===== src/rtl/assert_macros.svh =====
// shared assertion macros for the fault protection block
`ifndef ASSERT_MACROS_SVH
`define ASSERT_MACROS_SVH

// plain property check on the rising clock edge, off during reset
`define DFP_ASSERT(label, clk, rst, prop, msg) \
   label: assert property (@(posedge clk) disable iff (rst) (prop)) else $error(msg);

// same-cycle implication
`define DFP_ASSERT_IMPL(label, clk, rst, ante, cons, msg) \
   label: assert property (@(posedge clk) disable iff (rst) (ante) |-> (cons)) else $error(msg);

// next-cycle implication
`define DFP_ASSERT_NEXT(label, clk, rst, ante, cons, msg) \
   label: assert property (@(posedge clk) disable iff (rst) (ante) |=> (cons)) else $error(msg);

`endif


===== src/rtl/dfp_pkg.sv =====
package dfp_pkg;

   localparam int unsigned LEVEL_W = 16;
   localparam int unsigned COUNT_W = 24;
   localparam int unsigned CSR_INDEX_W = 2;

   // action codes
   localparam logic [1:0] ACTION_TICK  = 2'd0;
   localparam logic [1:0] ACTION_FEED  = 2'd1;
   localparam logic [1:0] ACTION_CLEAR = 2'd2;

   // register indexes
   localparam logic [CSR_INDEX_W-1:0] CSR_OVERCURRENT_LEVEL  = 2'd0;
   localparam logic [CSR_INDEX_W-1:0] CSR_OVERVOLTAGE_LEVEL  = 2'd1;
   localparam logic [CSR_INDEX_W-1:0] CSR_UNDERVOLTAGE_LEVEL = 2'd2;
   localparam logic [CSR_INDEX_W-1:0] CSR_WATCHDOG_LIMIT     = 2'd3;

   // register reset values
   localparam logic [LEVEL_W-1:0] OVERCURRENT_RESET  = 16'd32768;
   localparam logic [LEVEL_W-1:0] OVERVOLTAGE_RESET  = 16'd65535;
   localparam logic [LEVEL_W-1:0] UNDERVOLTAGE_RESET = 16'd0;
   localparam logic [COUNT_W-1:0] WATCHDOG_RESET     = 24'd1000;

   localparam logic [COUNT_W-1:0] COUNT_MAX = {COUNT_W{1'b1}};

   typedef struct packed {
      logic [1:0]                 action;
      logic signed [LEVEL_W-1:0]  current_a;
      logic signed [LEVEL_W-1:0]  current_b;
      logic signed [LEVEL_W-1:0]  current_c;
      logic [LEVEL_W-1:0]         link_voltage;
      logic                       operator_enable;
      logic                       calibrated;
   } dfp_req_type;

   typedef struct packed {
      logic gate_ok;
      logic overcurrent_tripped;
      logic overvoltage_tripped;
      logic undervoltage_now;
      logic watchdog_expired;
      logic calibration_flag;
      logic enabled_flag;
   } dfp_rsp_type;

   typedef struct packed {
      logic [LEVEL_W-1:0] overcurrent_level;
      logic [LEVEL_W-1:0] overvoltage_level;
      logic [LEVEL_W-1:0] undervoltage_level;
      logic [COUNT_W-1:0] watchdog_limit;
   } dfp_cfg_type;

   typedef struct packed {
      logic               oc_latch;
      logic               ov_latch;
      logic               uv_flag;
      logic               wdt_flag;
      logic               calib_flag;
      logic               enable_flag;
      logic [COUNT_W-1:0] wdt_count;
   } dfp_state_type;

endpackage


===== src/rtl/dfp_req_if.sv =====
interface dfp_req_if;
   logic                valid;
   logic                ready;
   dfp_pkg::dfp_req_type payload;

   modport source (output valid, output payload, input ready);
   modport sink (input valid, input payload, output ready);
endinterface


===== src/rtl/dfp_rsp_if.sv =====
interface dfp_rsp_if;
   logic                valid;
   logic                ready;
   dfp_pkg::dfp_rsp_type payload;

   modport source (output valid, output payload, input ready);
   modport sink (input valid, input payload, output ready);
endinterface


===== src/rtl/dfp_fault_core.sv =====
// next protection state for one transaction
module dfp_fault_core (
   input  dfp_pkg::dfp_state_type state_cur,
   input  dfp_pkg::dfp_cfg_type   cfg,
   input  dfp_pkg::dfp_req_type   item,
   output dfp_pkg::dfp_state_type state_next
);

   logic [dfp_pkg::LEVEL_W:0]   mag_a;
   logic [dfp_pkg::LEVEL_W:0]   mag_b;
   logic [dfp_pkg::LEVEL_W:0]   mag_c;
   logic [dfp_pkg::LEVEL_W:0]   oc_level_ext;
   logic                        oc_hit;
   logic                        ov_hit;
   logic                        uv_hit;
   logic [dfp_pkg::COUNT_W-1:0] count_inc;
   logic                        oc_tick;
   logic                        ov_tick;
   logic                        wdt_tick;

   // magnitude of a two's complement sample, one bit wider so -32768 fits
   function automatic logic [dfp_pkg::LEVEL_W:0] magnitude (
      input logic [dfp_pkg::LEVEL_W-1:0] raw
   );
      logic [dfp_pkg::LEVEL_W:0] ext;
      ext = {1'b0, raw};
      if (raw[dfp_pkg::LEVEL_W-1]) begin
         return (1'b1 << dfp_pkg::LEVEL_W) - ext;
      end
      return ext;
   endfunction

   always_comb begin
      mag_a        = magnitude($unsigned(item.current_a));
      mag_b        = magnitude($unsigned(item.current_b));
      mag_c        = magnitude($unsigned(item.current_c));
      oc_level_ext = {1'b0, cfg.overcurrent_level};
      oc_hit       = (mag_a > oc_level_ext) || (mag_b > oc_level_ext) ||
                     (mag_c > oc_level_ext);
      ov_hit       = item.link_voltage > cfg.overvoltage_level;
      uv_hit       = item.link_voltage < cfg.undervoltage_level;
      // saturating tick count
      count_inc    = (state_cur.wdt_count == dfp_pkg::COUNT_MAX) ?
                     state_cur.wdt_count : state_cur.wdt_count + 1'b1;
      oc_tick      = state_cur.oc_latch || oc_hit;
      ov_tick      = state_cur.ov_latch || ov_hit;
      wdt_tick     = state_cur.wdt_flag || (count_inc > cfg.watchdog_limit);

      state_next = state_cur;
      case (item.action)
         dfp_pkg::ACTION_TICK: begin
            state_next.oc_latch    = oc_tick;
            state_next.ov_latch    = ov_tick;
            state_next.uv_flag     = uv_hit;
            state_next.wdt_count   = count_inc;
            state_next.wdt_flag    = wdt_tick;
            state_next.calib_flag  = item.calibrated;
            state_next.enable_flag = !(oc_tick || ov_tick || uv_hit || wdt_tick) &&
                                     item.operator_enable && item.calibrated;
         end
         dfp_pkg::ACTION_FEED: begin
            state_next.wdt_count = '0;
            state_next.wdt_flag  = 1'b0;
         end
         dfp_pkg::ACTION_CLEAR: begin
            state_next.oc_latch  = 1'b0;
            state_next.ov_latch  = 1'b0;
            state_next.wdt_count = '0;
            state_next.wdt_flag  = 1'b0;
         end
         default: begin
            state_next = state_cur;
         end
      endcase
   end

endmodule


===== src/rtl/drive_fault_protection_top.sv =====
// a result is valid in the cycle after its transaction is accepted
// throughput: one transaction per cycle while the result side keeps ready high
// the protection state registers double as the result register, so a stalled
// result blocks the next request until it is taken
// reset (synchronous, active high) clears all flags and the watchdog count and
// loads the threshold registers with their defaults
module drive_fault_protection_top (
   input  logic                              clock,
   input  logic                              reset,
   dfp_req_if.sink                           req_chan,
   dfp_rsp_if.source                         rsp_chan,
   input  logic                              csr_write_en,
   input  logic [dfp_pkg::CSR_INDEX_W-1:0]   csr_index,
   input  logic [dfp_pkg::COUNT_W-1:0]       csr_write_data
);

`include "assert_macros.svh"

   dfp_pkg::dfp_cfg_type   cfg_ff;
   dfp_pkg::dfp_state_type state_ff;
   dfp_pkg::dfp_state_type state_in;
   logic                   rsp_valid_ff;
   logic                   req_accept;

   // the result slot is free when empty or being drained this cycle
   assign req_chan.ready = !rsp_valid_ff || rsp_chan.ready;
   assign req_accept     = req_chan.valid && req_chan.ready;

   // next state for the accepted transaction: compares and the counter step
   dfp_fault_core u_core (
      .state_cur  (state_ff),
      .cfg        (cfg_ff),
      .item       (req_chan.payload),
      .state_next (state_in)
   );

   // threshold registers, to be written only while idle; the block itself does not enforce this
   always_ff @(posedge clock) begin
      if (reset) begin
         cfg_ff.overcurrent_level  <= dfp_pkg::OVERCURRENT_RESET;
         cfg_ff.overvoltage_level  <= dfp_pkg::OVERVOLTAGE_RESET;
         cfg_ff.undervoltage_level <= dfp_pkg::UNDERVOLTAGE_RESET;
         cfg_ff.watchdog_limit     <= dfp_pkg::WATCHDOG_RESET;
      end else if (csr_write_en) begin
         case (csr_index)
            dfp_pkg::CSR_OVERCURRENT_LEVEL: begin
               cfg_ff.overcurrent_level <= csr_write_data[dfp_pkg::LEVEL_W-1:0];
            end
            dfp_pkg::CSR_OVERVOLTAGE_LEVEL: begin
               cfg_ff.overvoltage_level <= csr_write_data[dfp_pkg::LEVEL_W-1:0];
            end
            dfp_pkg::CSR_UNDERVOLTAGE_LEVEL: begin
               cfg_ff.undervoltage_level <= csr_write_data[dfp_pkg::LEVEL_W-1:0];
            end
            dfp_pkg::CSR_WATCHDOG_LIMIT: begin
               cfg_ff.watchdog_limit <= csr_write_data;
            end
            default: begin
               cfg_ff <= cfg_ff;
            end
         endcase
      end
   end

   // protection state moves only on an accepted transaction
   always_ff @(posedge clock) begin
      if (reset) begin
         state_ff     <= '0;
         rsp_valid_ff <= 1'b0;
      end else begin
         if (req_accept) begin
            state_ff <= state_in;
         end
         if (req_accept) begin
            rsp_valid_ff <= 1'b1;
         end else if (rsp_chan.ready) begin
            rsp_valid_ff <= 1'b0;
         end
      end
   end

   // every result reports the state as left by its transaction; gate_ok is
   // the fresh decision on a tick and the held enable otherwise, which is
   // the stored enable flag in both cases
   assign rsp_chan.valid                       = rsp_valid_ff;
   assign rsp_chan.payload.gate_ok             = state_ff.enable_flag;
   assign rsp_chan.payload.overcurrent_tripped = state_ff.oc_latch;
   assign rsp_chan.payload.overvoltage_tripped = state_ff.ov_latch;
   assign rsp_chan.payload.undervoltage_now    = state_ff.uv_flag;
   assign rsp_chan.payload.watchdog_expired    = state_ff.wdt_flag;
   assign rsp_chan.payload.calibration_flag    = state_ff.calib_flag;
   assign rsp_chan.payload.enabled_flag        = state_ff.enable_flag;

   // a latched overcurrent only releases on an accepted clear
   `DFP_ASSERT_NEXT(a_oc_holds, clock, reset, state_ff.oc_latch && !(req_accept && req_chan.payload.action == dfp_pkg::ACTION_CLEAR), state_ff.oc_latch, "overcurrent latch released without clear")

   // the watchdog counter saturates instead of wrapping
   `DFP_ASSERT_NEXT(a_count_sat, clock, reset, state_ff.wdt_count == dfp_pkg::COUNT_MAX && !(req_accept && (req_chan.payload.action == dfp_pkg::ACTION_FEED || req_chan.payload.action == dfp_pkg::ACTION_CLEAR)), state_ff.wdt_count == dfp_pkg::COUNT_MAX, "watchdog count wrapped")

   // gate enable never stands with a fault present
   `DFP_ASSERT(a_gate_safe, clock, reset, !(state_ff.enable_flag && (state_ff.oc_latch || state_ff.ov_latch || state_ff.uv_flag || state_ff.wdt_flag)), "gate enabled while a fault is set")

   // every accepted transaction leaves a result behind
   `DFP_ASSERT_NEXT(a_rsp_follows, clock, reset, req_accept, rsp_chan.valid, "accepted transaction produced no result")

endmodule


===== src/flat_wrapper.sv =====
// flat-port wrapper written by rule: the top's interface ports become plain ports
module drive_fault_protection_top_flat 
  (clock, reset, csr_write_en, csr_index, csr_write_data, req_chan_valid, req_chan_payload, req_chan_ready, rsp_chan_valid, rsp_chan_payload, rsp_chan_ready);
  dfp_req_if req_chan_i ();
  dfp_rsp_if rsp_chan_i ();
  input  logic clock;
  input  logic reset;
  input  logic csr_write_en;
  input  logic [dfp_pkg::CSR_INDEX_W-1:0] csr_index;
  input  logic [dfp_pkg::COUNT_W-1:0] csr_write_data;
  input wire logic [$bits(req_chan_i.valid)-1:0] req_chan_valid;
  input wire logic [$bits(req_chan_i.payload)-1:0] req_chan_payload;
  output wire logic [$bits(req_chan_i.ready)-1:0] req_chan_ready;
  output wire logic [$bits(rsp_chan_i.valid)-1:0] rsp_chan_valid;
  output wire logic [$bits(rsp_chan_i.payload)-1:0] rsp_chan_payload;
  input wire logic [$bits(rsp_chan_i.ready)-1:0] rsp_chan_ready;
  assign req_chan_i.valid = req_chan_valid;
  assign req_chan_i.payload = req_chan_payload;
  assign req_chan_ready = req_chan_i.ready;
  assign rsp_chan_valid = rsp_chan_i.valid;
  assign rsp_chan_payload = rsp_chan_i.payload;
  assign rsp_chan_i.ready = rsp_chan_ready;
  drive_fault_protection_top u_core (.clock(clock), .reset(reset), .req_chan(req_chan_i), .rsp_chan(rsp_chan_i), .csr_write_en(csr_write_en), .csr_index(csr_index), .csr_write_data(csr_write_data));
endmodule

===== config.mk =====
export PLATFORM = sky130hd
export DESIGN_NAME = drive_fault_protection_top_flat
export DESIGN_NICKNAME = d
export VERILOG_FILES = /design/src/rtl/dfp_pkg.sv /design/src/rtl/dfp_req_if.sv /design/src/rtl/dfp_rsp_if.sv /design/src/rtl/dfp_fault_core.sv /design/src/rtl/drive_fault_protection_top.sv /design/src/flat_wrapper.sv
export VERILOG_INCLUDE_DIRS = /design/src /design/src/rtl
export SDC_FILE = /design/constraint.sdc
export NUM_CORES = 1
export LEC_CHECK = 0
export BUFFER_PORTS_ARGS = -buffer_cell sky130_fd_sc_hd__buf_2
export CORE_ASPECT_RATIO = 2
export CORE_MARGIN = 2
export CORE_UTILIZATION = 50
export DETAILED_ROUTE_END_ITERATION = 10
export GPL_TIMING_DRIVEN = 0
export PLACE_DENSITY_LB_ADDON = 0.3
export REMOVE_ABC_BUFFERS = 1
export SYNTH_ARGS = -nofsm -noshare
export SYNTH_HDL_FRONTEND = slang
export SYNTH_SLANG_ARGS = --single-unit
export TNS_END_PERCENT = 20

===== constraint.sdc =====
create_clock -name clock -period 3.92 [get_ports clock]
set_input_delay 0.392 -clock clock [delete_from_list [all_inputs] [get_ports clock]]
set_output_delay 0.392 -clock clock [all_outputs]
set_load 0.02 [all_outputs]

==> flow_metrics.tcl <==
set metrics [dict create \
    path_cells "ha_1 -> nand2_1 -> nor2_1 -> a31oi_1 -> nand3_1 -> xnor2_1 -> ha_1 -> a21oi_1 -> o21ai_0 -> a221o_1 -> a221o_1 -> o2bb2ai_2 -> a41o_1" \
    cpPeakStageDelay_ns 0.45 \
    r2r_start "u_core.state_ff[0]" \
    layout.cells.non_filler 1313 \
    nFillCells 1513 \
    period_share 0.944 \
    ys_top_cells_by_area "dfxtp_1 26%, ha_1 18%, nand2_1 9.1%" \
    grt_pass1_wl_mm 36.1 \
    holdWs_ns 0.258 \
    ys_seq_area_frac 0.263 \
    peakVddDrop_v 0.000269 \
    core_um2 15300 \
    outcome "completed" \
    avgSynthCellArea_um2 7.54 \
    ant_nets 0 \
    drv_slew 0 \
    dr.first_iter.drc_count 324 \
    finalPower_mw 2.59 \
    yosys-top-cells-count "189 x nand2_1, 117 x a21oi_1, 110 x ha_1, 103 x dfxtp_1, 88 x inv_1" \
    drive_gt1_frac 0.131 \
    design_area_um2 8820 \
    startpoint_type "register" \
    tightestPinTransition_ns 1.24 \
    p_switching_uw 774 \
    cts-htree-levels 3 \
    critical_path_arrival_ns 4.00 \
    cp-end-kind "register" \
    vias 7582 \
    clockPowerShare 0.371 \
    numCtsBuffers 9 \
    grt_pass1_vias 7581 \
    path_clk_slew_ns 0.08 \
    finalHoldViolCount 0 \
    power.leakage_nw 3.80 \
    die_area_um2 16800 \
    synth_area_um2 7840 \
    postCtsHoldBufs 0 \
    slowest_stage "a31oi_1" \
    hold_path_class "in2reg" \
    io_buffers 107 \
    post_drt_wl_per_cell_um 17.2 \
    p_int_mw 1.82 \
    ys_ff_latch 103 \
    period_needed_ns 3.70 \
    synth_largest_area_cell "dfxtp_1" \
    floorplan.initialDensity 0.512 \
    dieWidth_um 92.5 \
    place_congestion 0.947 \
    diodes 0 \
    async_reset_ff_frac 0 \
    clkSinkCount 103 \
    synth_cells 1040 \
    hold_start "csr_write_data[21]" \
    worstSetupStartpoint "u_core.state_ff[0]" \
    worst-path-max-fanout 5 \
    ys_warn_count 0 \
    clk_latency_ns 0.36 \
    crit_buf_inv 0 \
    io_pins 108 \
    routed_wirelength_mm 22.6 \
    drtPass1Iterations 5 \
    syn_to_final_growth_pct 12.6 \
    slew_headroom 0.168 \
    clock_skew_ns 0.00811 \
    synth_ff_type "dfxtp_1" \
    clk_path_buf_depth 2 \
    seqPwrFrac 0.421 \
    rsz0062_at_grt "no" \
    switching_share 0.298 \
    drv_cap 0 \
    cts_root_buf "clkbuf_16" \
    powerDensity_nw_per_um2 294 \
    yosys.cell_count.top_type "nand2_1" \
    required_ns 4.22 \
    p_comb_frac 0.208 \
    yosysTopAreaCellShare 0.263 \
    drc_errors 0 \
    grt_usage 0.275 \
    grt_max_degree 74 \
    dieHeight_um 181 \
    cts_tree "done" \
    rows 64 \
    grt_overflow_total 0 \
    setup_viol 0 \
    ys_types 54 \
    max_freq_mhz 270 \
    cpLargestDelayFamily "compound AO/OA/AOI/OAI gates" \
    synth_edf_count 0 \
    antenna_found_initial 1 \
    via_per_inst 5.77 \
    final_net_count 1319 \
    place_area_um2 8440 \
    dpl.cell_count 1295 \
    crit_type "reg2reg" \
    hpwl_mm 17.6 \
]
[power by group through the flow]
stage | clock [mW] | combinational, mW | sequential, mW
6_report | 0.963 | 0.539 | 1.09
5_1_grt | 1.02 | 0.613 | 1.10
4_1_cts | 0.976 | 0.537 | 1.09
3_5_place_dp | 0 | 0.532 | 1.12
3_3_place_gp | 0 | 0.515 | 1.12
2_1_floorplan | 0 | 0.319 | 1.12
[cell type report]
| class | count | area (um2) | area share |
|---|---|---|---|
| multi-input combinational | 796 | 5270 | 0.597 |
| sequential | 103 | 2060 | 0.234 |
| timing repair buffer | 112 | 597 | 0.0676 |
| inverter | 88 | 330 | 0.0374 |
| tap | 198 | 248 | 0.0281 |
| clock buffer | 10 | 239 | 0.0271 |
| clock inverter | 6 | 76.3 | 0.00865 |
[worst reg2reg max path: cells and delay by family, from the launching register on]
family | cells | cell delay, ns
AOI/OAI and AO/OA | 7 | 2.12
adders and majority gates | 2 | 0.55
and+or+nand+nor | 3 | 0.45
DFF | 1 | 0.36
xor gates and xnor gates | 1 | 0.16
[placed cells by master (no fill, tap or decap), types with 5 or more instances in the layout]
cell / Yosys / final
and3_1: 7 / 7
nand2_1: 189 / 189
buf_2: 7 / 107
nand4_1: 21 / 21
nor2_1: 43 / 43
a211oi_1: 8 / 7
a21oi_1: 117 / 116
o31ai_1: 11 / 11
dfxtp_1: 103 / 102
xor2_1: 5 / 5
nand3_1: 31 / 30
nand2b_1: 5 / 5
o21ai_0: 47 / 47
inv_1: 88 / 88
a31oi_1: 11 / 11
nand3b_1: 20 / 20
a211o_1: 10 / 10
o41ai_1: 10 / 10
nor4_1: 9 / 8
clkbuf_16: 0 / 9
nor3_1: 10 / 9
or3_1: 16 / 16
xnor2_1: 55 / 55
ha_1: 110 / 110
[path summary, 6_finish.rpt]
kind | to | slack (ns) | cells past startpoint
min | u_core.cfg_ff[21] | 0.26 | 3
min reg2reg | u_core.cfg_ff[16] | 0.45 | 2
max | u_core.rsp_chan.payload[0] | 0.22 | 13
max reg2reg | u_core.rsp_chan.payload[0] | 0.22 | 13
[registers in the layout, indices dropped and copies added (netlist names)]
register	flops
u_core.cfg_ff	72
u_core.state_ff	24
u_core.rsp_chan.payload	6
u_core.rsp_chan.valid	1
[per-layer routing]
metal	track usage	wire length, um	vias to the layer above
met5	0	12	-
met4	0.199	1680	2
met3	0.0371	885	86
met2	0.526	12300	199
met1	0.257	7750	3519
li1	-	-	3776
[stage by stage]
step / setup TNS, ns / worst slack [ns] / utilization
3_3_place_gp: -2.98 / -1.14 / 0.548
4_1_cts: 0 / 0.0253 / 0.575
2_1_floorplan: 0 / 0.208 / -
6_report: 0 / 0.218 / 0.577
5_1_grt: 0 / 0.0120 / 0.577
3_5_place_dp: -0.883 / -0.383 / 0.552
[repair_timing]
item | 4_1_cts | 5_1_grt
endpoints found under the setup margin | 2 | 3
resized for setup | 3 | 7
pin swaps | 1 | 0
setup buffers | 2 | 0
[kinds of logic after synthesis]
logic type / Yosys count / share of synthesized area
adders and majority gates: 110 / 0.176
xor gates and xnor gates: 60 / 0.0670
muxes: 1 / 0.00144
and+or+nand+nor: 380 / 0.234
DFF: 103 / 0.263
buffers and inverters: 141 / 0.0722
AOI/OAI and AO/OA: 245 / 0.187
Power figures use the tool's default switching activity.
